==> src/rtl/speech_param_fifo_host_port_core_defines.svh <==
// Assertion helpers for the speech parameter port core.
// Both forms sample on clk_i and are disabled while rst_ni is low.
`ifndef SPEECH_PARAM_FIFO_HOST_PORT_CORE_DEFINES_SVH
`define SPEECH_PARAM_FIFO_HOST_PORT_CORE_DEFINES_SVH
`ifndef SYNTH
// Consequent checked in the same cycle as the antecedent.
`define SPFH_ASSERT_NOW(lbl, ante, cons) \
  lbl: assert property (@(posedge clk_i) disable iff (!rst_ni) (ante) |-> (cons)) \
    else $error("spfh: same-cycle check failed");
// Consequent checked in the cycle after the antecedent.
`define SPFH_ASSERT_NEXT(lbl, ante, cons) \
  lbl: assert property (@(posedge clk_i) disable iff (!rst_ni) (ante) |=> (cons)) \
    else $error("spfh: next-cycle check failed");
`else
`define SPFH_ASSERT_NOW(lbl, ante, cons)
`define SPFH_ASSERT_NEXT(lbl, ante, cons)
`endif
`endif

==> src/rtl/spfh_pkg.sv <==
`timescale 1ns / 1ps
package spfh_pkg;

  localparam int FRAME_BYTES  = 7;
  localparam int RESET_FRAMES = 7;
  localparam int SLOT_W       = $clog2(FRAME_BYTES);
  localparam int FETCH_MIN    = 6;

  localparam logic [SLOT_W-1:0] LAST_SLOT = SLOT_W'(FRAME_BYTES - 1);

  localparam logic [7:0] CMD_START   = 8'hfe;
  localparam logic [7:0] CMD_STOP    = 8'hff;
  localparam logic [7:0] REPEAT_MASK = 8'hf8;

  typedef enum logic [1:0] {
    OP_DATA   = 2'd0,
    OP_CMD    = 2'd1,
    OP_STATUS = 2'd2,
    OP_FETCH  = 2'd3
  } op_e;

  typedef enum logic [2:0] {
    RES_OK       = 3'd0,
    RES_NOT_BUSY = 3'd1,
    RES_FULL     = 3'd2,
    RES_FRAME    = 3'd3,
    RES_SILENT   = 3'd4,
    RES_END      = 3'd5,
    RES_ERROR    = 3'd6
  } res_e;

  typedef enum logic [1:0] {
    PUT_HEAD = 2'd0,
    PUT_ZERO = 2'd1,
    PUT_BYTE = 2'd2
  } put_sel_e;

  typedef enum logic [1:0] {
    VAL_ZERO   = 2'd0,
    VAL_STATUS = 2'd1,
    VAL_FRAME  = 2'd2
  } val_sel_e;

  typedef struct packed {
    logic [1:0] op;
    logic [7:0] byte_in;
  } in_item_t;

  typedef struct packed {
    logic [2:0] result_code;
    logic [7:0] value;
    logic       last;
  } out_item_t;

  typedef struct packed {
    logic              cap;
    logic              put;
    put_sel_e          put_sel;
    logic              idx_step;
    logic              cmd_apply;
    logic              rd;
    logic              pop;
    logic [SLOT_W-1:0] slot;
    logic              flush_err;
    logic              end_clr;
    logic              out_load;
    res_e              out_code;
    val_sel_e          val_sel;
    logic              out_last;
  } dp_cmd_t;

  typedef struct packed {
    logic [1:0] op;
    logic       busy;
    logic       full;
    logic       idx_neg;
    logic       count_ge_min;
    logic       count_eq_min;
    logic       head_end;
    logic       out_free;
  } dp_stat_t;

endpackage

==> src/rtl/spfh_dp.sv <==
`timescale 1ns / 1ps
module spfh_dp #(
  parameter int MAX_FRAMES = 16
) (
  input  logic                clk_i,
  input  logic                rst_ni,
  input  spfh_pkg::dp_cmd_t   cmd_i,
  output spfh_pkg::dp_stat_t  stat_o,
  input  spfh_pkg::in_item_t  in_data_i,
  input  logic                cfg_valid_i,
  input  logic [4:0]          cfg_data_i,
  input  logic                out_stall_i,
  output logic                out_valid_o,
  output spfh_pkg::out_item_t out_data_o
);

  localparam int DEPTH = MAX_FRAMES * spfh_pkg::FRAME_BYTES;
  // positions must span the reset ring size even when the memory is smaller
  localparam int SPAN_FRAMES = (MAX_FRAMES > spfh_pkg::RESET_FRAMES) ?
                               MAX_FRAMES : spfh_pkg::RESET_FRAMES;
  localparam int SPAN  = SPAN_FRAMES * spfh_pkg::FRAME_BYTES;
  localparam int POS_W = $clog2(SPAN);
  localparam int SZ_W  = $clog2(SPAN + 1);
  localparam int AW    = $clog2(DEPTH);

  spfh_pkg::in_item_t item_q;
  logic [POS_W-1:0]   rp_q, wp_q, rp_nxt, wp_nxt;
  logic [SZ_W-1:0]    size_q, size_new, count, rp_inc, wp_inc;
  logic signed [5:0]  idx_q, idx_inc, idx_wrap;
  logic [7:0]         head_q;
  logic               busy_q, ext_q, err_q;
  logic [7:0]         mem [DEPTH];
  logic [7:0]         rdata_q;
  logic               roob_q;
  logic [7:0]         frame_q [spfh_pkg::FRAME_BYTES];
  logic               out_valid_q;
  spfh_pkg::out_item_t out_q;

  logic       full, wr_in, rd_in;
  logic [7:0] put_byte, rbyte, status, out_val;

  always_comb begin
    if (cfg_data_i == 5'd0) begin
      size_new = SZ_W'(spfh_pkg::FRAME_BYTES);
    end else if (32'(cfg_data_i) > MAX_FRAMES) begin
      size_new = SZ_W'(MAX_FRAMES * spfh_pkg::FRAME_BYTES);
    end else begin
      size_new = SZ_W'(32'(cfg_data_i) * spfh_pkg::FRAME_BYTES);
    end
  end

  assign full = (SZ_W'(rp_q) == SZ_W'(wp_q) + SZ_W'(1)) ||
                ((rp_q == '0) && (SZ_W'(wp_q) == size_q - SZ_W'(1)));

  assign count = (rp_q > wp_q) ? SZ_W'(wp_q) + size_q - SZ_W'(rp_q)
                               : SZ_W'(wp_q) - SZ_W'(rp_q);

  assign wp_inc = SZ_W'(wp_q) + SZ_W'(1);
  assign rp_inc = SZ_W'(rp_q) + SZ_W'(1);
  assign wp_nxt = (wp_inc >= size_q) ? '0 : wp_inc[POS_W-1:0];
  assign rp_nxt = (rp_inc >= size_q) ? '0 : rp_inc[POS_W-1:0];

  assign wr_in = SZ_W'(wp_q) < SZ_W'(DEPTH);
  assign rd_in = SZ_W'(rp_q) < SZ_W'(DEPTH);

  always_comb begin
    case (cmd_i.put_sel)
      spfh_pkg::PUT_HEAD: put_byte = head_q;
      spfh_pkg::PUT_BYTE: put_byte = item_q.byte_in;
      default:            put_byte = 8'd0;
    endcase
  end

  // repeat count of the head decides where the next repeat run starts
  assign idx_inc  = idx_q + 6'sd1;
  assign idx_wrap = 6'sd1 - $signed({1'b0, head_q[7:3]});

  assign rbyte  = roob_q ? 8'd0 : rdata_q;
  assign status = {busy_q, busy_q & ~full, ext_q, err_q, 4'd0};

  always_comb begin
    case (cmd_i.val_sel)
      spfh_pkg::VAL_STATUS: out_val = status;
      spfh_pkg::VAL_FRAME:  out_val = frame_q[cmd_i.slot];
      default:              out_val = 8'd0;
    endcase
  end

  always_ff @(posedge clk_i or negedge rst_ni) begin
    if (!rst_ni) begin
      rp_q        <= '0;
      wp_q        <= '0;
      size_q      <= SZ_W'(spfh_pkg::RESET_FRAMES * spfh_pkg::FRAME_BYTES);
      idx_q       <= '0;
      head_q      <= '0;
      busy_q      <= 1'b0;
      ext_q       <= 1'b0;
      err_q       <= 1'b0;
      out_valid_q <= 1'b0;
    end else begin
      if (cfg_valid_i && !busy_q) begin
        size_q <= size_new;
        rp_q   <= '0;
        wp_q   <= '0;
      end
      if (cmd_i.put && !full) begin
        wp_q <= wp_nxt;
      end
      if (cmd_i.idx_step) begin
        if (idx_q < 6'sd0) begin
          idx_q <= idx_inc;
        end else if (idx_q == 6'sd0) begin
          idx_q  <= 6'sd1;
          head_q <= item_q.byte_in;
        end else if (idx_inc >= 6'sd7) begin
          idx_q <= idx_wrap;
        end else begin
          idx_q <= idx_inc;
        end
      end
      if (cmd_i.cmd_apply) begin
        if (item_q.byte_in == spfh_pkg::CMD_STOP) begin
          busy_q <= 1'b0;
        end else if (item_q.byte_in == spfh_pkg::CMD_START) begin
          rp_q   <= '0;
          wp_q   <= '0;
          head_q <= '0;
          busy_q <= 1'b1;
          ext_q  <= 1'b1;
          err_q  <= 1'b0;
        end
      end
      if (cmd_i.pop) begin
        rp_q <= rp_nxt;
      end
      if (cmd_i.end_clr) begin
        busy_q <= 1'b0;
      end
      if (cmd_i.flush_err) begin
        rp_q   <= wp_q;
        busy_q <= 1'b0;
        err_q  <= 1'b1;
      end
      if (cmd_i.out_load) begin
        out_valid_q <= 1'b1;
      end else if (!out_stall_i) begin
        out_valid_q <= 1'b0;
      end
    end
  end

  always_ff @(posedge clk_i) begin
    if (cmd_i.cap) begin
      item_q <= in_data_i;
    end
    if (cmd_i.put && !full && wr_in) begin
      mem[wp_q[AW-1:0]] <= put_byte;
    end
    if (cmd_i.rd) begin
      rdata_q <= mem[rp_q[AW-1:0]];
      roob_q  <= ~rd_in;
    end
    if (cmd_i.pop) begin
      frame_q[cmd_i.slot] <= rbyte;
    end
    if (cmd_i.out_load) begin
      out_q.result_code <= cmd_i.out_code;
      out_q.value       <= out_val;
      out_q.last        <= cmd_i.out_last;
    end
  end

  assign stat_o.op           = item_q.op;
  assign stat_o.busy         = busy_q;
  assign stat_o.full         = full;
  assign stat_o.idx_neg      = idx_q < 6'sd0;
  assign stat_o.count_ge_min = count >= SZ_W'(spfh_pkg::FETCH_MIN);
  assign stat_o.count_eq_min = count == SZ_W'(spfh_pkg::FETCH_MIN);
  assign stat_o.head_end     = (rbyte & spfh_pkg::REPEAT_MASK) == 8'd0;
  assign stat_o.out_free     = ~out_valid_q | ~out_stall_i;

  assign out_valid_o = out_valid_q;
  assign out_data_o  = out_q;

endmodule

==> src/rtl/spfh_ctrl.sv <==
`timescale 1ns / 1ps
module spfh_ctrl (
  input  logic               clk_i,
  input  logic               rst_ni,
  input  logic               in_fire_i,
  input  spfh_pkg::dp_stat_t stat_i,
  output spfh_pkg::dp_cmd_t  cmd_o,
  output logic               idle_o
);

  typedef enum logic [2:0] {
    S_IDLE,
    S_EXEC,
    S_REP,
    S_RD,
    S_POP,
    S_EMIT,
    S_FEMIT
  } state_e;

  state_e                      state_q, state_d;
  logic [spfh_pkg::SLOT_W-1:0] k_q, k_d;
  spfh_pkg::res_e              code_q, code_d;
  spfh_pkg::val_sel_e          vsel_q, vsel_d;
  logic                        short_q, short_d;

  always_comb begin
    state_d = state_q;
    k_d     = k_q;
    code_d  = code_q;
    vsel_d  = vsel_q;
    short_d = short_q;
    cmd_o   = '0;
    cmd_o.put_sel  = spfh_pkg::PUT_ZERO;
    cmd_o.out_code = spfh_pkg::RES_OK;
    cmd_o.val_sel  = spfh_pkg::VAL_ZERO;
    cmd_o.slot     = k_q;

    unique case (state_q)
      S_IDLE: begin
        if (in_fire_i) begin
          cmd_o.cap = 1'b1;
          state_d   = S_EXEC;
        end
      end
      S_EXEC: begin
        code_d  = spfh_pkg::RES_OK;
        vsel_d  = spfh_pkg::VAL_ZERO;
        k_d     = '0;
        state_d = S_EMIT;
        unique case (spfh_pkg::op_e'(stat_i.op))
          spfh_pkg::OP_DATA: begin
            if (!stat_i.busy) begin
              code_d = spfh_pkg::RES_NOT_BUSY;
            end else if (stat_i.full) begin
              code_d = spfh_pkg::RES_FULL;
            end else if (stat_i.idx_neg) begin
              state_d = S_REP;
            end else begin
              cmd_o.put      = 1'b1;
              cmd_o.put_sel  = spfh_pkg::PUT_BYTE;
              cmd_o.idx_step = 1'b1;
            end
          end
          spfh_pkg::OP_CMD: begin
            cmd_o.cmd_apply = 1'b1;
          end
          spfh_pkg::OP_STATUS: begin
            vsel_d = spfh_pkg::VAL_STATUS;
          end
          spfh_pkg::OP_FETCH: begin
            if (!stat_i.busy) begin
              code_d = spfh_pkg::RES_NOT_BUSY;
            end else if (!stat_i.count_ge_min) begin
              code_d = spfh_pkg::RES_SILENT;
            end else begin
              // exactly six held: a non-end frame runs dry on its last byte
              short_d = stat_i.count_eq_min;
              state_d = S_RD;
            end
          end
        endcase
      end
      S_REP: begin
        cmd_o.put = 1'b1;
        if (k_q == '0) begin
          cmd_o.put_sel = spfh_pkg::PUT_HEAD;
        end else if (k_q == spfh_pkg::LAST_SLOT) begin
          cmd_o.put_sel = spfh_pkg::PUT_BYTE;
        end
        if (k_q == spfh_pkg::LAST_SLOT) begin
          cmd_o.idx_step = 1'b1;
          state_d        = S_EMIT;
        end else begin
          k_d = k_q + 1'b1;
        end
      end
      S_RD: begin
        cmd_o.rd = 1'b1;
        state_d  = S_POP;
      end
      S_POP: begin
        cmd_o.pop = 1'b1;
        if (k_q == '0 && stat_i.head_end) begin
          cmd_o.end_clr = 1'b1;
          code_d        = spfh_pkg::RES_END;
          state_d       = S_EMIT;
        end else if (k_q == '0 && short_q) begin
          cmd_o.flush_err = 1'b1;
          code_d          = spfh_pkg::RES_ERROR;
          state_d         = S_EMIT;
        end else if (k_q == spfh_pkg::LAST_SLOT) begin
          k_d     = '0;
          state_d = S_FEMIT;
        end else begin
          k_d     = k_q + 1'b1;
          state_d = S_RD;
        end
      end
      S_EMIT: begin
        if (stat_i.out_free) begin
          cmd_o.out_load = 1'b1;
          cmd_o.out_code = code_q;
          cmd_o.val_sel  = vsel_q;
          cmd_o.out_last = 1'b1;
          state_d        = S_IDLE;
        end
      end
      S_FEMIT: begin
        if (stat_i.out_free) begin
          cmd_o.out_load = 1'b1;
          cmd_o.out_code = spfh_pkg::RES_FRAME;
          cmd_o.val_sel  = spfh_pkg::VAL_FRAME;
          cmd_o.out_last = (k_q == spfh_pkg::LAST_SLOT);
          if (k_q == spfh_pkg::LAST_SLOT) begin
            state_d = S_IDLE;
          end else begin
            k_d = k_q + 1'b1;
          end
        end
      end
      default: begin
        state_d = S_IDLE;
      end
    endcase
  end

  always_ff @(posedge clk_i or negedge rst_ni) begin
    if (!rst_ni) begin
      state_q <= S_IDLE;
      k_q     <= '0;
      code_q  <= spfh_pkg::RES_OK;
      vsel_q  <= spfh_pkg::VAL_ZERO;
      short_q <= 1'b0;
    end else begin
      state_q <= state_d;
      k_q     <= k_d;
      code_q  <= code_d;
      vsel_q  <= vsel_d;
      short_q <= short_d;
    end
  end

  assign idle_o = (state_q == S_IDLE);

endmodule

==> src/rtl/speech_param_fifo_host_port_core.sv <==
`timescale 1ns / 1ps
// Channel   Direction  Handshake              Payload
// in        input      in_valid_i/in_stall_o  in_data_i  (op, byte_in)
// out       output     out_valid_o/out_stall_i out_data_o (result_code, value, last)
// cfg       input      cfg_valid_i/cfg_ready_o cfg_data_i (frames_in_buffer)
//
// One item at a time; the input reopens once the item's last result is loaded.
// A data write, command, status read, refused write or fetch, or silent frame
// gives one result. A repeat-frame write makes one ring write a cycle. A fetch
// ending in end or error gives one result. A full frame fetch does a registered
// read, then a pop, per byte, then sends the frame bytes; output stalls hold them.
// Reset clears pointers and flags and sets the ring size to 7 frames; ring
// contents are not cleared. The next item is taken while the last result waits.
`include "speech_param_fifo_host_port_core_defines.svh"
module speech_param_fifo_host_port_core #(
  parameter int MAX_FRAMES = 16
) (
  input  logic                clk_i,
  input  logic                rst_ni,
  input  logic                in_valid_i,
  output logic                in_stall_o,
  input  spfh_pkg::in_item_t  in_data_i,
  output logic                out_valid_o,
  input  logic                out_stall_i,
  output spfh_pkg::out_item_t out_data_o,
  input  logic                cfg_valid_i,
  output logic                cfg_ready_o,
  input  logic [4:0]          cfg_data_i
);

  spfh_pkg::dp_cmd_t  dp_cmd;
  spfh_pkg::dp_stat_t dp_stat;
  logic               ctrl_idle;
  logic               in_fire;

  // input is open only while the sequencer waits for work
  assign in_stall_o = ~ctrl_idle;
  assign in_fire    = in_valid_i & ~in_stall_o;

  // register writes land only between items; the datapath ignores them while busy
  assign cfg_ready_o = ctrl_idle;

  spfh_ctrl u_ctrl (
    .clk_i     (clk_i),
    .rst_ni    (rst_ni),
    .in_fire_i (in_fire),
    .stat_i    (dp_stat),
    .cmd_o     (dp_cmd),
    .idle_o    (ctrl_idle)
  );

  spfh_dp #(
    .MAX_FRAMES (MAX_FRAMES)
  ) u_dp (
    .clk_i       (clk_i),
    .rst_ni      (rst_ni),
    .cmd_i       (dp_cmd),
    .stat_o      (dp_stat),
    .in_data_i   (in_data_i),
    .cfg_valid_i (cfg_valid_i & cfg_ready_o),
    .cfg_data_i  (cfg_data_i),
    .out_stall_i (out_stall_i),
    .out_valid_o (out_valid_o),
    .out_data_o  (out_data_o)
  );

  // once an item is taken the input closes until its results are queued
  `SPFH_ASSERT_NEXT(a_accept_closes_input, in_fire, in_stall_o)
  // a result never overwrites one that is still stalled
  `SPFH_ASSERT_NOW(a_no_result_overwrite, dp_cmd.out_load, !(out_valid_o && out_stall_i))
  // every pop consumes the ring read issued the cycle before
  `SPFH_ASSERT_NOW(a_pop_after_read, dp_cmd.pop, $past(dp_cmd.rd))

endmodule

==> config.mk <==
export PLATFORM = sky130hd
export DESIGN_NAME = speech_param_fifo_host_port_core
export DESIGN_NICKNAME = d
export VERILOG_FILES = /design/src/rtl/spfh_pkg.sv /design/src/rtl/spfh_dp.sv /design/src/rtl/spfh_ctrl.sv /design/src/rtl/speech_param_fifo_host_port_core.sv
export VERILOG_INCLUDE_DIRS = /design/src /design/src/rtl
export SDC_FILE = /design/constraint.sdc
export NUM_CORES = 1
export LEC_CHECK = 0
export BUFFER_PORTS_ARGS = -buffer_cell sky130_fd_sc_hd__buf_2
export CORE_MARGIN = 8
export CORE_UTILIZATION = 40
export CTS_BUF_LIST = sky130_fd_sc_hd__clkbuf_2 sky130_fd_sc_hd__clkbuf_4 sky130_fd_sc_hd__clkbuf_8
export CTS_CLUSTER_SIZE = 8
export DETAILED_ROUTE_END_ITERATION = 10
export GPL_ROUTABILITY_DRIVEN = 0
export HOLD_SLACK_MARGIN = 0.03
export MAX_ROUTING_LAYER = met4
export PLACE_DENSITY = 0.65
export SYNTH_ARGS = -nofsm -noshare
export SYNTH_HDL_FRONTEND = slang
export SYNTH_SLANG_ARGS = --single-unit
==> constraint.sdc <==
create_clock -name clk_i -period 5.2 [get_ports clk_i]
set_clock_uncertainty 0.1 [all_clocks]
set_input_delay 0 -clock clk_i [delete_from_list [all_inputs] [get_ports clk_i]]
set_output_delay 0 -clock clk_i [all_outputs]
set_load 0.1 [all_outputs]
==> results of run 1 <==
## worst paths after layout
kind | start | slack [ns] | endpoint
max in group asynchronous | rst_ni | 4.11 | u_dp.rp_q[0]
min | in_valid_i | 0.15 | u_ctrl.state_q[2]
min reg2reg | u_dp.ext_q | 0.38 | u_dp.ext_q
min in group asynchronous | rst_ni | 0.32 | u_ctrl.vsel_q[0]
max reg2reg | u_dp.wp_q[1] | 0.90 | u_dp.mem[56][2]
max | u_dp.wp_q[1] | 0.90 | u_dp.mem[56][2]
## registers in the layout, summed over array words and instances, names as in the netlist
name / cells
u_dp.frame_q: 56
u_dp.rdata_q: 8
u_dp.rp_q: 7
u_ctrl.vsel_q: 1
u_dp.out_valid_o: 1
u_dp.ext_q: 1
u_ctrl.k_q: 3
u_dp.err_q: 1
u_dp.roob_q: 1
u_dp.out_data_o: 12
u_dp.stat_o: 2
u_dp.head_q: 8
u_dp.size_q: 7
u_dp.wp_q: 7
u_ctrl.code_q: 3
u_ctrl.short_q: 1
u_dp.busy_q: 1
u_dp.mem: 896
u_dp.idx_q: 6
u_ctrl.state_q: 3
u_dp.item_q: 8
## critical path: cells and delay by family (launching register included)
family                     cells  cell delay (ns)
AOI/OAI and AO/OA              4             2.05
xor gates and xnor gates       1             0.14
adders and majority gates      1             0.32
buffers and inverters          1             0.37
DFF                            1             0.60
and+or+nand+nor                2             0.43
## stage by stage
step                      hold WS, ns  setup WS [ns]  utilization, %  std cells  cell area [µm²]
after global placement         0.0661           1.08            41.9       3609            44700
after CTS                      0.0716          0.897            45.2       3925            48200
final                           0.153          0.904            45.2       3928            48200
after global routing            0.170          0.616            45.2       3928            48200
after detailed placement       0.0797          0.921            41.9       3609            44700
after floorplan                -0.396          0.475               -       2244            42800
## kinds of logic after synthesis
group                      count (synthesis)
DFF                                     1033
and+or+nand+nor                          403
muxes                                    313
AOI/OAI and AO/OA                        231
buffers and inverters                    169
adders and majority gates                 68
xor gates and xnor gates                  27
## metal layers
layer  vias to the layer above  routed length, µm
li1                       9476                  -
met1                     11700              41600
met2                       882              48800
met3                       187               6790
met4                         0               2390
met5                         -                  0
## synth_stat cells (all sizes together), types with 12 or more instances
cell | number | area share [%]
edfxtp | 983 | 69
mux4 | 281 | 15
nor2 | 174 | 1.5
nand2 | 94 | 0.82
buf | 65 | 0.78
ha | 53 | 1.6
inv | 53 | 0.47
a21oi | 49 | 0.57
clkbuf | 49 | 0.43
dfrtp | 47 | 2.7
o21ai | 47 | 0.55
nand3 | 32 | 0.37
nor3 | 19 | 0.25
mux2i | 18 | 0.42
nor2b | 17 | 0.25
o221ai | 17 | 0.35
xnor2 | 17 | 0.35
a21o | 14 | 0.25
mux2 | 14 | 0.38
fa | 12 | 0.56
nand2b | 12 | 0.18
o22ai | 12 | 0.18
## layout make-up
| class | count | area (µm²) |
|---|---|---|
| fillers | 8989 | 58400 |
| inverters | 55 | 209 |
| multi-input cells | 1042 | 11400 |
| clock buffers | 234 | 2830 |
| repair buffers | 119 | 1000 |
| flip-flops and latches | 1033 | 30800 |
| well taps | 1403 | 1760 |
| clock inverters | 39 | 255 |
| diodes | 3 | 7.51 |
## power groups by stage
| stage | combinational [mW] | sequential (mW) | clock [mW] |
|---|---|---|---|
| final | 3.89 | 9.54 | 6.64 |
| after global routing | 4.22 | 9.57 | 7.12 |
| after CTS | 3.93 | 9.54 | 6.77 |
| after detailed placement | 3.86 | 9.71 | 0 |
| after global placement | 3.80 | 9.70 | 0 |
| after floorplan | 2.94 | 9.68 | 0 |
## cell usage in the layout, fill, tap and decap left out, types with 18 or more instances in the layout
| cell type | instances |
|---|---|
| clkbuf_8 | 171 |
| dlygate4sd3_1 | 43 |
| a21oi_1 | 49 |
| mux4_2 | 281 |
| mux2i_1 | 18 |
| edfxtp_1 | 983 |
| nor2_1 | 173 |
| o21ai_0 | 46 |
| dfrtp_1 | 44 |
| ha_1 | 53 |
| clkinv_1 | 24 |
| nand2_1 | 94 |
| nand3_1 | 32 |
| buf_4 | 35 |
| inv_1 | 51 |
| clkbuf_4 | 63 |
| buf_2 | 34 |
## what timing repair did
action / CTS / global route
hold endpoints to repair: 104 / 0
setup endpoints to repair: 0 / 0
hold buffers: 43 / 0
==> key figures, run 1 <==
Outcome
  • Run status: completed

Global routing
  • GRT Max-Usage Layer: met2
  • Initial antenna violation count: 1
  • Met2 usage: 27.9%
  • Vias in the first global route: 23,200
  • Largest net degree at the start of global routing: 169
  • First-pass GRT wire length: 151,000 µm
  • GR Util met1: 22.8%
  • Grt ovf: 0
  • Met3 global-route usage: 3.38%
  • Overall routing resource usage: 17.5%

Power
  • Pint: 14.3 mW
  • Total design power: 20.1 mW
  • Leakage Power: 13.2 nW
  • Sw Ratio: 28.6%
  • Sequential share of power: 47.5%
  • Maximum VDD drop: 0.453 mV
  • P_sw: 5.75 mW
  • Comb pwr share: 19.4%
  • Pwr dens: 416 nW/µm²
  • Clk pwr share: 33.1%

Setup path
  • CP Max Fanout: 71
  • CP max-delay cell: o31ai_4
  • WS Path Type: reg -> reg
  • Worst-case reg-to-reg path depth: 9
  • Crit-path cells: ha_1 -> nand4_1 -> or2_1 -> xnor2_1 -> o211ai_1 -> o2bb2ai_4 -> o31ai_4 -> a22o_4 -> buf_4
  • CP endpoint kind: register
  • Max stage delay on crit path: 0.85 ns
  • WP data required: 5.71 ns
  • Arr. time, crit path: 4.80 ns
  • Startpoint Class: register

Yosys
  • Ys flop type: edfxtp_1
  • Mux cell area share after synthesis: 15.6%
  • Largest family of logic cells by synthesized area: multiplexers
  • Async S/R FF share, synth: 4.84%
  • EDFF count, synth: 983
  • Post-synthesis compound-gate area fraction: 3.74%
  • Synth Area in Simple Gates: 4.28%
  • Mapped Nets: 2,329
  • Synth Area in XOR/XNOR: 0.585%
  • Mapped cell area: 42,800 µm²
  • Netlist cell types: 79
  • #FFs+latches synth: 1,033
  • Gate Count Post-Synth: 2,244
  • Post-synthesis sequential area ratio: 71.9%
  • Synth Area in Adders: 2.18%
  • Yosys warns: 0
  • Mapped Avg Cell Area: 19.1 µm²

Clocking
  • Clock root buffer master: clkbuf_8
  • Longest Clk Path Bufs: 3
  • CTS Buf Count: 165
  • H-tree levels: 4
  • TritonCTS clock tree: built
  • Clk slew on worst S/H paths: 0.06 ns
  • Post-CTS setup buffer count: 0
  • Post-CTS Resized: 0
  • Clock Sinks: 1,033
  • Worst skew pair latency: 0.81 ns

Timing
  • Final TNS setup: 0 ns
  • Endpoints failing hold: 0
  • Number of setup violations in the final report: 0
  • Period minus WS final: 4.30 ns
  • Tcrit/Tclk final: 82.6%
  • Slew @ Worst Pin: 1.36 ns
  • Max Slew Vio Count: 0
  • Fmax: 0.233 GHz
  • RSZ-0062 raised after global routing: no
  • Rel. slew slack: 8.36%

Routing
  • First-pass DRT Iterations: 5
  • Via count: 22,200
  • Vias/cell: 5.66
  • Drt drc: 0
  • Routed len/inst: 25.4 µm
  • DRT iter0 DRCs: 2,522
  • Remaining antenna violation count after routing: 0
  • Final Routed Wirelength: 99,600 µm

Finish
  • Layout cells sized above 1: 25.8%
  • Layout Nets: 2,501
  • Area grow syn2layout: 12.7%

Placement
  • DPL Wire Length: 60,900 µm
  • PortBufs: 34

Floorplanning
  • Die width: 343 µm
  • Die Ht: 343 µm
  • Initial core utilization: 40.1%
  • Site Rows: 120
  • Die ar.: 118,000 µm²
  • Core Area: 107,000 µm²
  • Boundary Pins: 35

Min path
  • Tightest Hold Check Type: in -> reg
  • Hold Path Stages: 5

Job
  • Max_cap viols: 0
No activity file was read; power rests on OpenSTA's default activity.
==> run 2: changes to the inputs <==
Settings changed: ABC_AREA set to 1.
Clock period 5.2 ns to 4.2 ns, I/O delays scaled along.
==> key figures, run 2 <==
Setup path
  • Arr. time, crit path: 4.32 ns (-0.48 ns)
  • WS Path Type: reg -> reg
  • Worst-case reg-to-reg path depth: 16 (+7)
  • Critical Path Sink: u_dp.mem[78][2]
  • Startpoint Class: register
  • Worst r2r src: u_dp.wp_q[0]
  • Critical Path Start: u_dp.wp_q[0]
  • CP endpoint kind: register
  • Flop2flop setup slack: 0.33 ns (-0.57 ns)
  • CP Max Fanout: 84 (+18%)
  • WP data required: 4.65 ns (-1.06 ns)
  • R2r endpoint: u_dp.mem[78][2]

Global routing
  • First-pass GRT wire length: 173,000 µm (+15%)
  • Vias in the first global route: 28,400 (+23%)
  • Largest net degree at the start of global routing: 190 (+12%)
  • Initial antenna violation count: 3 (+2)
  • Overall routing resource usage: 18.9% (+1.5 points)
  • Grt ovf: 0 (unchanged)

Routing
  • Final Routed Wirelength: 114,000 µm (+15%)
  • Via count: 29,600 (+33%)
  • DRT iter0 DRCs: 3,305 (+31%)
  • Vias/cell: 5.60 (-1.0%)
  • First-pass DRT Iterations: 6 (+1)
  • Routed len/inst: 21.6 µm (-15%)
  • Remaining antenna violation count after routing: 0 (unchanged)
  • Drt drc: 0 (unchanged)

Yosys
  • EDFF count, synth: 983 (unchanged)
  • Most common cell in the synthesized netlist: edfxtp_1
  • Netlist cell types: 52 (-34%)
  • Post-synthesis sequential area ratio: 70.6% (-1.4 points)
  • Async S/R FF share, synth: 4.84% (unchanged)
  • Mapped Nets: 3,727 (+60%)
  • Mapped cell area: 43,600 µm² (+1.9%)
  • Synth area leader: edfxtp_1
  • Area contributors post-synth: edfxtp_1 68%, nor2_1 6.0%, o21ai_0 5.8%, nand2_1 2.8%, dfrtp_1 2.7%
  • #FFs+latches synth: 1,033 (unchanged)
  • Post-synth top cells: 983 x edfxtp_1, 702 x nor2_1, 509 x o21ai_0, 329 x nand2_1, 184 x clkbuf_1
  • Post-synth top area share: 67.7% (-1.3 points)
  • Gate Count Post-Synth: 3,642 (+62%)
  • Ys flop type: edfxtp_1
  • Mapped Avg Cell Area: 12.0 µm² (-37%)
  • Yosys warns: 0 (unchanged)

Finish
  • Layout cells sized above 1: 11.1% (-15 points)
  • Largest register FFs: 896 (unchanged)
  • Most frequent cells in the layout: 983 x edfxtp_1, 700 x nor2_1, 509 x o21ai_0, 329 x nand2_1, 173 x clkbuf_8
  • Area grow syn2layout: 13.1%
  • Layout Nets: 3,847 (+54%)
  • Commonest non-fill, non-tap cell in the layout: edfxtp_1
  • Post-route insts no fill: 5,289 (+35%)

Clocking
  • Clock root buffer master: clkbuf_8
  • TritonCTS clock tree: built
  • Post-CTS setup buffer count: 0 (unchanged)
  • Post-CTS Resized: 0 (unchanged)
  • Clk slew on worst S/H paths: 0.06 ns (about the same)
  • Clock Sinks: 1,033 (unchanged)
  • Worst skew pair latency: 0.83 ns (+0.02 ns)
  • Longest Clk Path Bufs: 3 (unchanged)
  • Cts hold-fix bufs: 39 (-9.3%)
  • CTS Buf Count: 166 (+0.61%)
  • H-tree levels: 4 (unchanged)

Placement
  • PortBufs: 34 (unchanged)
  • Placed Cells: 4,969 (+38%)
  • DPL Wire Length: 67,000 µm (+10%)

Floorplanning
  • Die Ht: 346 µm (+0.91%)
  • Die width: 346 µm (+0.91%)
  • Core Area: 109,000 µm² (+1.8%)
  • Die ar.: 120,000 µm² (+1.8%)
  • Initial core utilization: 40.2% (about the same)
  • Site Rows: 121 (+0.83%)
  • Boundary Pins: 35 (unchanged)

Timing
  • Endpoints failing hold: 0 (unchanged)
  • Tcrit/Tclk final: 92.1% (+9.5 points)
  • Final TNS setup: 0 ns (unchanged)
  • Max Slew Vio Count: 0 (unchanged)
  • Period minus WS final: 3.87 ns (-0.426 ns)
  • RSZ-0062 raised after global routing: no
  • Number of setup violations in the final report: 0 (unchanged)
  • Rel. slew slack: 13.7% (+5.4 points)
  • Fmax: 0.258 GHz (+11%)
  • Slew @ Worst Pin: 1.29 ns (-0.0726 ns)

Outcome
  • Run status: completed

Min path
  • Tightest Hold Check Type: in -> reg

Power
  • Pwr dens: 590 nW/µm² (+42%)
  • Maximum VDD drop: 0.448 mV (-1.2%)
  • Leakage Power: 17.1 nW (+29%)

Job
  • Max_cap viols: 0 (unchanged)
run 2: report_power, final:
| part | leakage (nW) | switching [mW] | internal [mW] |
|---|---|---|---|
| Combinational | 5.74 | 6.02 | 2.16 |
| Clock | 1.64 | 3.91 | 4.32 |
| Sequential | 9.68 | 0.175 | 12.5 |
run 2: worst min-delay path by stage:
| stage | slack [ns] | start | to | cells past startpoint |
|---|---|---|---|---|
| 2_1_floorplan | -0.40 | rst_ni | u_ctrl.code_q[0] | 0 |
| 5_1_grt | 0.27 | cfg_data_i[0] | u_dp.size_q[1] | 6 |
| 4_1_cts | 0.17 | cfg_data_i[0] | u_dp.size_q[1] | 6 |
| 6_report | 0.21 | cfg_data_i[0] | u_dp.size_q[1] | 6 |
| 3_3_place_gp | 0.08 | in_data_i[8] | u_dp.stat_o[7] | 1 |
| 3_5_place_dp | 0.08 | rst_ni | u_dp.out_valid_o | 2 |
run 2: critical path, stage by stage, from the launching register on:
cell and delay, ns:
dfrtp_1 0.58, inv_1 0.24, ha_1 0.36, inv_1 0.08, nand2_1 0.06, a21oi_1 0.18
nand2_1 0.07, nor2_1 0.13, nand2_2 0.09, nand2_2 0.10, inv_4 0.05, nand3_4 0.12
nand2_2 0.08, inv_2 0.29, nand3_1 0.19, o21ai_4 0.39, buf_12 0.39
run 2: layout make-up:
class	instances	area, µm²
multi-input cells	2237	11500
diodes	3	7.51
repair buffers	169	1560
well taps	1414	1770
fillers	9670	59200
flip-flops and latches	1033	30800
inverters	155	597
clock buffers	229	2800
clock inverters	49	312
run 2: metrics by stage:
| stage | hold WS, ns | cell area (µm²) | setup slack, ns | power [mW] | utilization (%) |
|---|---|---|---|---|---|
| floorplan | -0.396 | 43600 | -0.452 | 18.1 | - |
| global placement | 0.0806 | 45800 | 0.436 | 20.9 | 42.2 |
| detailed placement | 0.0799 | 45800 | 0.369 | 20.9 | 42.2 |
| CTS | 0.168 | 49300 | 0.381 | 29.2 | 45.4 |
| global route | 0.268 | 49300 | 0.00631 | 30.5 | 45.4 |
| finish | 0.215 | 49300 | 0.330 | 29.1 | 45.4 |
run 2: logic make-up (layout without fill, tap and decap cells):
group / after synthesis / after routing / synth area share (%)
xor gates and xnor gates: 18 / 18 / 0.362
buffers and inverters: 372 / 602 / 3.36
AOI/OAI and AO/OA: 898 / 898 / 11.8
other: 0 / 3 / 0
adders and majority gates: 65 / 65 / 2.07
and+or+nand+nor: 1256 / 1256 / 11.8
DFF: 1033 / 1033 / 70.6
run 2: per-layer routing:
| layer | part of all wire [%] | routed length [µm] | track usage [%] |
|---|---|---|---|
| met1 | 42 | 48000 | 25.2 |
| met2 | 46 | 52900 | 29.1 |
| met3 | 8.8 | 10100 | 3.92 |
| met4 | 2.9 | 3340 | 6.28 |
| met5 | 0 | 0 | - |
==> run 3: changes to the inputs <==
--- a/config.mk
+++ b/config.mk
@@ -7,5 +7,5 @@
 export NUM_CORES = 1
 export LEC_CHECK = 0
-export ABC_AREA = 1
+export ABC_CLOCK_PERIOD_IN_PS = 4200
 export BUFFER_PORTS_ARGS = -buffer_cell sky130_fd_sc_hd__buf_2
 export CORE_MARGIN = 8
--- a/constraint.sdc
+++ b/constraint.sdc
@@ -3,3 +3,3 @@
 set_input_delay 0 -clock clk_i [delete_from_list [all_inputs] [get_ports clk_i]]
 set_output_delay 0 -clock clk_i [all_outputs]
-set_load 0.1 [all_outputs]
+set_load 0.05 [all_outputs]
==> key figures, run 3 (synthesis gave the netlist of run 1 again) <==
Setup path
  • WS Path Type: reg -> reg
  • CP Max Fanout: 103 (+23%)
  • WP data required: 4.64 ns (about the same)
  • Startpoint Class: register
  • CP endpoint kind: register
  • Arr. time, crit path: 4.42 ns (+0.10 ns)

Clocking
  • Clock root buffer master: clkbuf_8
  • TritonCTS clock tree: built
  • CTS Buf Count: 165 (-0.60%)
  • Clock Sinks: 1,033 (unchanged)
  • Post-CTS Resized: 0 (unchanged)
  • Worst skew pair latency: 0.83 ns (about the same)
  • Longest Clk Path Bufs: 3 (unchanged)
  • H-tree levels: 4 (unchanged)
  • Clk slew on worst S/H paths: 0.06 ns (about the same)

Routing
  • DRT iter0 DRCs: 2,529 (-23%)
  • Via count: 22,300 (-25%)
  • Drt drc: 0 (unchanged)
  • Vias/cell: 5.65 (+0.90%)
  • First-pass DRT Iterations: 5 (-1)
  • Remaining antenna violation count after routing: 0 (unchanged)
  • Final Routed Wirelength: 97,800 µm (-14%)
  • Routed len/inst: 24.8 µm (+15%)

Timing
  • Number of setup violations in the final report: 0 (unchanged)
  • Max Slew Vio Count: 0 (unchanged)
  • Tcrit/Tclk final: 94.6% (+2.5 points)
  • Slew @ Worst Pin: 1.28 ns (-0.00694 ns)
  • RSZ-0062 raised after global routing: no
  • Final setup margin: 0.226 ns (-0.104 ns)
  • Fmax: 0.252 GHz (-2.6%)
  • Final hold slack: 0.164 ns (-0.0510 ns)
  • Endpoints failing hold: 0 (unchanged)
  • Final TNS setup: 0 ns (unchanged)
  • Rel. slew slack: 14.5% (+0.79 points)
  • Period minus WS final: 3.97 ns (+0.104 ns)

Power
  • Pwr dens: 514 nW/µm² (-13%)
  • Maximum VDD drop: 0.395 mV (-12%)
  • Pint: 17.9 mW (-5.7%)
  • Leakage Power: 13.3 nW (-22%)
  • Sw Ratio: 28.2% (-6.6 points)
  • P_sw: 7.02 mW (-31%)
  • Sequential share of power: 47.0% (+3.4 points)
  • Clk pwr share: 33.4% (+5.1 points)
  • Total design power: 24.9 mW (-14%)
  • Comb pwr share: 19.6% (-8.5 points)

Floorplanning
  • Die width: 343 µm (-0.91%)
  • Boundary Pins: 35 (unchanged)
  • Core Area: 107,000 µm² (-1.8%)
  • Site Rows: 120 (-0.83%)
  • Die ar.: 118,000 µm² (-1.8%)
  • Initial core utilization: 40.1% (about the same)
  • Die Ht: 343 µm (-0.91%)

Finish
  • Post-route insts no fill: 3,944 (-25%)
  • Most frequent cells in the layout: 983 x edfxtp_1, 281 x mux4_2, 173 x nor2_1, 170 x clkbuf_8, 94 x nand2_1
  • Layout Nets: 2,521 (-34%)
  • Final core occ: 45.5% (+0.049 points)
  • Largest register FFs: 896 (unchanged)
  • Layout cells sized above 1: 26.5% (+15 points)
  • Design area: 48,500 µm² (-1.7%)
  • Area grow syn2layout: 13.3%
  • Commonest non-fill, non-tap cell in the layout: edfxtp_1

Global routing
  • Vias in the first global route: 23,300 (-18%)
  • Overall routing resource usage: 17.2% (-1.8 points)
  • First-pass GRT wire length: 149,000 µm (-14%)
  • Grt ovf: 0 (unchanged)
  • Initial antenna violation count: 2 (-1)
  • Largest net degree at the start of global routing: 113 (-41%)

Placement
  • Placed Cells: 3,625 (-27%)
  • DPL Wire Length: 60,800 µm (-9.3%)
  • Placement Cell Area: 44,900 µm² (-2.1%)
  • PortBufs: 34 (unchanged)
  • Pre-CTS WS: 0.210 ns (-0.160 ns)

Job
  • Max_cap viols: 0 (unchanged)

Outcome
  • Run status: completed

Min path
  • Tightest Hold Check Type: in -> reg
-- run 3: changes by cell type in the layout (fill, tap and decap cells not counted), moves of 114 or more --
| cell | before | now |
|---|---|---|
| nand3_1 | 146 | 32 |
| o22ai_1 | 163 | 12 |
| nand2_1 | 329 | 94 |
| mux4_2 | 0 | 281 |
| o21ai_0 | 509 | 46 |
| nor2_1 | 700 | 173 |
-- run 3: metal layers --
layer,share of wire [%],vias to the layer above,wire length [µm],track usage (%)
met4,2.0,0,1970,4.89
met3,7.3,158,7140,3.58
met5,0,-,0,-
li1,-,9499,-,-
met2,50,957,48900,27.8
met1,41,11700,39800,22.0
-- run 3: path summary, 6_finish.rpt --
| kind | endpoint | start | slack (ns) | depth (start not counted) |
|---|---|---|---|---|
| min in group asynchronous | u_ctrl.k_q[2] | rst_ni | 0.30 | 4 |
| min | u_ctrl.state_q[2] | in_valid_i | 0.16 | 5 |
| max in group asynchronous | u_dp.rp_q[1] | rst_ni | 3.12 | 4 |
| min reg2reg | u_dp.ext_q | u_dp.ext_q | 0.38 | 1 |
| max | u_dp.rdata_q[1] | u_dp.rp_q[1] | 0.23 | 6 |
| max reg2reg | u_dp.rdata_q[1] | u_dp.rp_q[1] | 0.23 | 6 |
-- run 3: area by class of cell --
cell class | count | area, µm²
Tap cell | 1403 | 1760
Multi-Input combinational cell | 1042 | 11400
Sequential cell | 1033 | 30800
Inverter | 55 | 209
Fill cell | 8888 | 58100
Antenna cell | 1 | 2.50
Timing Repair Buffer | 139 | 1210
Clock inverter | 37 | 330
Clock buffer | 234 | 2820
-- run 3: what timing repair did --
action | 4_1_cts | 5_1_grt
hold buffers | 46 | 0
setup buffers | 0 | 0
endpoints found under the hold margin | 104 | 0
-- run 3: worst max-delay path: stages (launching register included) --
cell      delay [ns]
dfrtp_4         0.46
buf_12          0.51
buf_4           0.86
mux4_2          0.43
mux4_2          0.52
mux2i_1         0.49
o221ai_1        0.21
-- run 3: power groups by stage --
stage,registers (mW),logic (mW),clock network [mW]
detailed placement,11.9,4.83,0
finish,11.7,4.89,8.32
CTS,11.7,4.93,8.50
global route,11.7,5.31,8.92
global placement,11.9,4.77,0
floorplan,11.9,3.60,0
